<file path="src/sorted_set_table_top_macros.svh">
// Assertion macros for the sorted set table RTL.
`ifndef SORTED_SET_TABLE_TOP_MACROS_SVH
`define SORTED_SET_TABLE_TOP_MACROS_SVH

// Same-cycle implication, disabled while reset is asserted.
`define SST_ASSERT_IMP(lbl, clk, rstn, ante, cons) \
    lbl: assert property (@(posedge clk) disable iff (!(rstn)) (ante) |-> (cons)) \
        else $error("sorted set table assertion failed");

// Next-cycle implication, disabled while reset is asserted.
`define SST_ASSERT_NXT(lbl, clk, rstn, ante, cons) \
    lbl: assert property (@(posedge clk) disable iff (!(rstn)) (ante) |=> (cons)) \
        else $error("sorted set table assertion failed");

`endif

</file>
<file path="src/sst_pkg.sv">
// Types and constants for the sorted set table.
package sst_pkg;

    localparam int CAPACITY_DEF = 64;

    localparam logic [2:0] KIND_ADD    = 3'd0;
    localparam logic [2:0] KIND_REMOVE = 3'd1;
    localparam logic [2:0] KIND_LOOKUP = 3'd2;
    localparam logic [2:0] KIND_CLEAR  = 3'd3;
    localparam logic [2:0] KIND_READ   = 3'd4;

    localparam logic [1:0] ST_OK    = 2'd0;
    localparam logic [1:0] ST_FULL  = 2'd1;
    localparam logic [1:0] ST_RANGE = 2'd2;

    typedef struct packed {
        logic [2:0]  kind;
        logic [31:0] value;
        logic [5:0]  position;
    } sst_in_t;

    typedef struct packed {
        logic        hit;
        logic [5:0]  where_index;
        logic [31:0] read_value;
        logic [6:0]  entry_count;
        logic [31:0] min_value;
        logic [31:0] max_value;
        logic [1:0]  status;
    } sst_out_t;

    // Broadcast from the controller to every cell.
    typedef struct packed {
        logic        cmp;
        logic        ins;
        logic        del;
        logic [31:0] key;
    } sst_ctrl_t;

endpackage

</file>
<file path="src/sst_cell.sv">
// One storage cell of the sorted chain: holds a value, compares it, shifts it.
module sst_cell (
    input  logic              aclk,
    input  sst_pkg::sst_ctrl_t ctrl,
    input  logic              cell_valid,
    input  logic              left_ge,
    input  logic [31:0]       left_value,
    input  logic [31:0]       right_value,
    output logic [31:0]       value_o,
    output logic              ge_o,
    output logic              eq_o
);

    logic [31:0] value_reg;
    logic [31:0] value_next;
    logic        ge_reg;
    logic        eq_reg;

    always_comb begin
        value_next = value_reg;
        if (ctrl.ins && ge_reg) begin
            // first cell at or above the key takes the key, the rest move up
            value_next = left_ge ? left_value : ctrl.key;
        end else if (ctrl.del && ge_reg) begin
            value_next = right_value;
        end
    end

    always_ff @(posedge aclk) begin
        value_reg <= value_next;
        if (ctrl.cmp) begin
            // empty cells count as not below the key
            ge_reg <= !cell_valid || !(value_reg < ctrl.key);
            eq_reg <= (value_reg == ctrl.key);
        end
    end

    assign value_o = value_reg;
    assign ge_o    = ge_reg;
    assign eq_o    = eq_reg;

endmodule
</file>
<file path="config.mk">
export PLATFORM = sky130hd
export DESIGN_NAME = sst_cell
export DESIGN_NICKNAME = d
export VERILOG_FILES = /design/src/sorted_set_table_top_macros.svh /design/src/sst_pkg.sv /design/src/sst_cell.sv
export SDC_FILE = /design/constraint.sdc
export NUM_CORES = 1
export LEC_CHECK = 0
export ABC_AREA = 1
export BUFFER_PORTS_ARGS = -buffer_cell sky130_fd_sc_hd__buf_4
export CORE_AREA = 2 2 74 90
export CTS_BUF_LIST = sky130_fd_sc_hd__clkbuf_8
export CTS_CLUSTER_DIAMETER = 40
export CTS_CLUSTER_SIZE = 20
export DETAILED_ROUTE_END_ITERATION = 16
export DIE_AREA = 0 0 76 92
export MAX_ROUTING_LAYER = met4
export PLACE_DENSITY = 0.8
export RECOVER_POWER = 100
export SETUP_SLACK_MARGIN = 0.3
export SYNTH_ARGS = -nofsm -noshare
export SYNTH_HDL_FRONTEND = slang
export SYNTH_SLANG_ARGS = --single-unit
</file>
<file path="constraint.sdc">
create_clock -name aclk -period 2.4 [get_ports aclk]
set_input_delay 0 -clock aclk [delete_from_list [all_inputs] [get_ports aclk]]
set_output_delay 0 -clock aclk [all_outputs]
set_load 0.03 [all_outputs]
</file>
==> impl_metrics.py, run 1 <==
metrics = {
    "clocking": {
        "worstSkewPairLatency_ns": 0.28,
        "cts_sinks": 34,
        "ctsHoldBuffers": 1,
        "cts_inserted_buffers": 5,
        "cts_resized": 0,
        "cts_root_buf": "clkbuf_8",
        "clock_path_buffers": 2,
        "post_cts_buffers": 0,
        "cts.reportedPaths.clkPinSlew_ns": 0.08,
        "htree_levels": 2,
        "cts_tree": "built",
    },
    "critical_path": {
        "crit_arrival_ns": 1.93,
        "cp-end-kind": "flop",
        "cp.required_ns": 2.42,
        "worst_setup_path_start_kind": "flop",
        "crit_fanout": 34,
        "path_class": "flop to flop",
    },
    "timing": {
        "finalCritPeriodShare": 0.794,
        "tightest_slew_ns": 0.940,
        "period_minus_slack_ns": 1.91,
        "slew_headroom": 0.371,
        "hold_violations": 0,
        "max_freq_mhz": 525,
        "slew_viol_final": 0,
        "rsz0062_at_grt": "false",
        "clock_skew_ns": 0.0103,
        "fin_tns_setup_ns": 0,
        "finalSetupViolCount": 0,
    },
    "synth": {
        "ys_types": 22,
        "synth_fa_ha_area_frac": 0.141,
        "ys.warnings.count": 0,
        "synthXorXnorAreaFrac": 0,
        "synth_compound_area_frac": 0.208,
        "synth-simple-area-share": 0.179,
        "syn_inst": 323,
        "synth_top_family_by_area": "compound AO/OA/AOI/OAI gates",
        "synth_seq_cells": 34,
        "synth.yosys.seq_area_share": 0.360,
        "syn-num-nets": 457,
        "synthMuxAreaShare": 0,
        "synth.cell_area_sq_um": 2840,
        "syn_area_per_cell_sq_um": 8.78,
    },
    "drt": {
        "num_vias": 2664,
        "postRouteWirelength_um": 7440,
        "vias_per_cell": 4.92,
        "detail_route.iter0.violations": 70,
        "drt_drc_violations_left": 0,
        "wl_per_cell_um": 13.7,
        "antenna_left": 0,
        "first_pass_iters": 4,
    },
    "placement": {
        "place_area_sq_um": 3820,
        "hpwlAfterDp_um": 5810,
        "port_buffers": 135,
        "gp_congestion": 0.765,
        "numPlacedInstances": 533,
    },
    "floorplan": {
        "die_x_um": 76,
        "die_area_sq_um": 6990,
        "initial_utilization": 0.457,
        "core-area_sq_um": 6210,
        "io-pin-count": 136,
        "die_y_um": 92,
        "rows": 32,
    },
    "power_and_ir_drop": {
        "p_sw_frac": 0.358,
        "power_frac_comb": 0.366,
        "netSwitchingPower_mw": 0.669,
        "p_per_area_nw_per_um2": 496,
        "irDropWorstVdd_mv": 0.371,
        "power_frac_seq": 0.413,
        "intPower_mw": 1.20,
        "clkPwrFrac": 0.221,
        "p_leak_nw": 1.78,
    },
    "run_status": {
        "outcome": "finished clean",
    },
    "global_routing": {
        "track_usage": 0.215,
        "grt_pass1_wl_um": 11900,
        "overflow": 0,
        "grt_pass1_vias": 2674,
        "antenna_found_initial": 0,
        "grt_max_degree": 35,
    },
    "flow_run": {
        "drv_cap": 0,
    },
    "finish": {
        "insertedDiodeCount": 0,
        "syn_to_final_growth_pct": 33.0,
        "final_common_cell": "buf_4",
        "nets": 590,
        "drive_gt1_frac": 0.363,
        "fin_area_sq_um": 3770,
        "instances_no_fill": 542,
        "final_core_util": 0.608,
        "final_cell_mix": "buf_4 (103), nand2_1 (70), a21oi_2 (51)",
    },
    "min_path": {
        "hp-class": "input port to flop",
    },
}
## per-layer routing
layer | global-route usage | wire [um]
met2 | 0.402 | 3940
met5 | - | 0
met1 | 0.228 | 3000
met3 | 0.0413 | 378
met4 | 0.0727 | 129
## area by class of cell
type	instances	area [sq um]
Clock buffer	5	68.8
Timing Repair Buffer	139	915
Tap cell	85	106
Fill cell	600	2430
Clock inverter	3	12.5
Sequential cell	34	1020
Multi-Input combinational cell	235	1490
Inverter	41	161
## final timing paths
kind         cells after the start          end            from  slack, ns
min reg2reg                      5         ge_o     value_o[22]       0.82
min                              3   value_o[6]  right_value[6]       0.02
max                              3  value_o[16]            ge_o       0.49
max reg2reg                      3  value_o[16]            ge_o       0.49
## cells by family after synthesis
| group | Yosys count |
|---|---|
| and+or+nand+nor | 124 |
| buffers and inverters | 54 |
| DFF | 34 |
| adders and majority gates | 32 |
| AOI/OAI and AO/OA | 79 |
## power groups by stage
stage | clock [mW] | sequential (mW) | combinational (mW)
2_1_floorplan | 0 | 0.903 | 0.336
6_report | 0.414 | 0.772 | 0.684
4_1_cts | 0.427 | 0.775 | 0.739
5_1_grt | 0.443 | 0.781 | 0.752
3_3_place_gp | 0 | 0.786 | 0.712
3_5_place_dp | 0 | 0.788 | 0.735
## critical path: stages, from the launching register on
cell	delay [ns]
edfxtp_1	0.42
nand2_2	0.71
nand2_1	0.20
buf_4	0.29
## stage by stage
stage / hold WS (ns) / total power [mW] / setup slack (ns)
detailed placement: 0.218 / 1.52 / 0.828
global placement: 0.210 / 1.50 / 0.853
global route: 0.0269 / 1.98 / 0.355
floorplan: 0.112 / 1.24 / 0.440
CTS: 0.0138 / 1.94 / 0.798
finish: 0.0238 / 1.87 / 0.494
## synth_stat cells
cell | n | area, sq um
ha_1 | 32 | 400
nand4_1 | 1 | 6.26
a21oi_1 | 25 | 125
buf_12 | 3 | 60.1
nor3_2 | 2 | 20.0
nand3b_1 | 1 | 7.51
buf_2 | 2 | 10.0
nand3_1 | 3 | 15.0
buf_4 | 1 | 7.51
nor2_2 | 1 | 6.26
a21o_1 | 1 | 7.51
buf_6 | 7 | 78.8
nand2_1 | 70 | 263
nand4_2 | 1 | 12.5
nor2_1 | 44 | 165
edfxtp_1 | 34 | 1020
inv_6 | 1 | 8.76
o21ai_0 | 2 | 10.0
inv_4 | 1 | 6.26
inv_1 | 39 | 146
a21oi_2 | 51 | 447
nand2_4 | 1 | 11.3
## sequential cells by signal, indices dropped and copies added (netlist names)
name and count:
ge_o 1, value_o 32, eq_o 1
No activity file was read; power rests on OpenSTA's default activity.
==> run 2, diff against run 1 <==
- clock period: 2.4 -> 1.9 ns (I/O delays scaled with it)
==> run 2 against run 1 <==
Cell area rose by 3.1%; hold slack worse by 0.012 ns; final cell count is 0.74% higher; sequential power grew 27%; clock power grew 26%; largest cell class unchanged.
==> impl_metrics.py, run 2 (same netlist as run 1, synthesis figures left out) <==
metrics = {
    "finish": {
        "drive_gt1_frac": 0.393,
        "insertedDiodeCount": 0,
        "nets": 594,
        "fillers": 584,
        "largest_reg_flops": 32,
        "syn_to_final_growth_pct": 37.1,
        "final_cell_mix": "buf_4 (107), nand2_1 (67), a21oi_2 (49)",
        "final_common_cell": "buf_4",
    },
    "critical_path": {
        "crit_buf_inv": 1,
        "cp.required_ns": 2.02,
        "cp_top_family": "buffers and inverters",
        "cp_slowest_cell": "inv_2",
        "worst_setup_path_start_kind": "flop",
        "path_cells": "nand2_4 -> inv_2 -> nor2_1 -> a21oi_1",
        "path_class": "flop to flop",
        "critPathMaxStageDelay_ns": 0.50,
        "crit_arrival_ns": 1.71,
        "cp-end-kind": "flop",
        "crit_fanout": 32,
    },
    "clocking": {
        "clock_path_buffers": 2,
        "cts_tree": "built",
        "htree_levels": 2,
        "cts_sinks": 34,
        "worstSkewPairLatency_ns": 0.29,
        "cts.reportedPaths.clkPinSlew_ns": 0.08,
        "cts_root_buf": "clkbuf_8",
        "cts_inserted_buffers": 5,
    },
    "floorplan": {
        "die_area_sq_um": 6990,
        "die_y_um": 92,
        "core-area_sq_um": 6210,
        "initial_utilization": 0.457,
        "rows": 32,
        "io-pin-count": 136,
        "die_x_um": 76,
    },
    "timing": {
        "tightest_slew_ns": 0.598,
        "max_freq_mhz": 627,
        "hold_violations": 0,
        "rsz0062_at_grt": "true",
        "slew_headroom": 0.601,
        "setup_slack_ns": 0.304,
        "finalCritPeriodShare": 0.840,
        "period_minus_slack_ns": 1.60,
        "clock_skew_ns": 0.00761,
        "fin_tns_setup_ns": 0,
        "finalSetupViolCount": 0,
        "slew_viol_final": 0,
    },
    "drt": {
        "num_vias": 2703,
        "wl_per_cell_um": 14.2,
        "postRouteWirelength_um": 7740,
        "detail_route.iter0.violations": 109,
        "vias_per_cell": 4.95,
        "first_pass_iters": 4,
        "antenna_left": 0,
        "drt_drc_violations_left": 0,
    },
    "global_routing": {
        "grt_max_degree": 34,
        "grt_pass1_vias": 2731,
        "grt_pass1_wl_um": 12300,
        "antenna_found_initial": 0,
        "overflow": 0,
        "track_usage": 0.224,
    },
    "placement": {
        "dp_slack_ns": 0.348,
        "gp_congestion": 0.791,
        "port_buffers": 135,
        "hpwlAfterDp_um": 5710,
    },
    "min_path": {
        "hp-class": "input port to flop",
    },
    "power_and_ir_drop": {
        "netSwitchingPower_mw": 0.870,
        "power.total_mw": 2.42,
        "intPower_mw": 1.55,
        "p_sw_frac": 0.360,
        "power_frac_comb": 0.379,
        "clkPwrFrac": 0.216,
        "p_leak_nw": 1.81,
        "irDropWorstVdd_mv": 0.312,
        "p_per_area_nw_per_um2": 622,
        "power_frac_seq": 0.405,
    },
    "run_status": {
        "outcome": "finished clean",
    },
    "flow_run": {
        "drv_cap": 0,
    },
}
-- run 2: changes by cell type in the layout (fill, tap and decap cells not counted), sizes merged --
cell / delta
clkinv: +1
inv: -1
buf: +4
-- run 2: power groups by stage --
stage               registers, mW  clock network (mW)  logic, mW
detailed placement          0.995                   0      0.929
floorplan                    1.14                   0      0.427
global placement            0.988                   0      0.909
finish                      0.980               0.523      0.915
CTS                         0.978               0.538      0.933
global route                0.989               0.557       1.01
-- run 2: worst paths after layout --
path | startpoint | slack [ns] | cells past startpoint | end
min reg2reg | value_o[23] | 0.85 | 5 | ge_o
max reg2reg | ge_o | 0.30 | 4 | value_o[8]
min | right_value[24] | 0.01 | 3 | value_o[24]
max | ge_o | 0.30 | 4 | value_o[8]
-- run 2: metal layers --
layer	wire [um]	global-route usage
met1	2960	0.231
met2	4180	0.420
met3	389	0.0443
met4	211	0.0864
met5	0	-
-- run 2: what timing repair did --
action                                  CTS  global route
endpoints found under the setup margin    0             1
endpoints found under the hold margin     2             0
setup buffers                             0             6
hold buffers                              1             0
resized for setup                         0            11
-- run 2: area by class of cell --
cell class	count	area [sq um]	share of cell area
well taps	85	106	0.0274
flip-flops and latches	34	1020	0.263
clock inverters	3	11.3	0.00290
clock buffers	5	68.8	0.0177
multi-input cells	235	1560	0.402
repair buffers	143	960	0.247
inverters	41	156	0.0402
-- run 2: through the flow --
step	util	instances	hold slack, ns	cell area, sq um
2_1_floorplan	-	323	0.112	2840
3_3_place_gp	0.615	531	0.209	3810
3_5_place_dp	0.615	531	0.211	3810
4_1_cts	0.629	540	0.00294	3900
5_1_grt	0.626	546	0.00946	3890
6_report	0.626	546	0.0122	3890
-- run 2: worst min-delay path, cell delays in order --
cell,delay (ns)
buf_4,0.07
nor2_1,0.04
a21oi_2,0.08
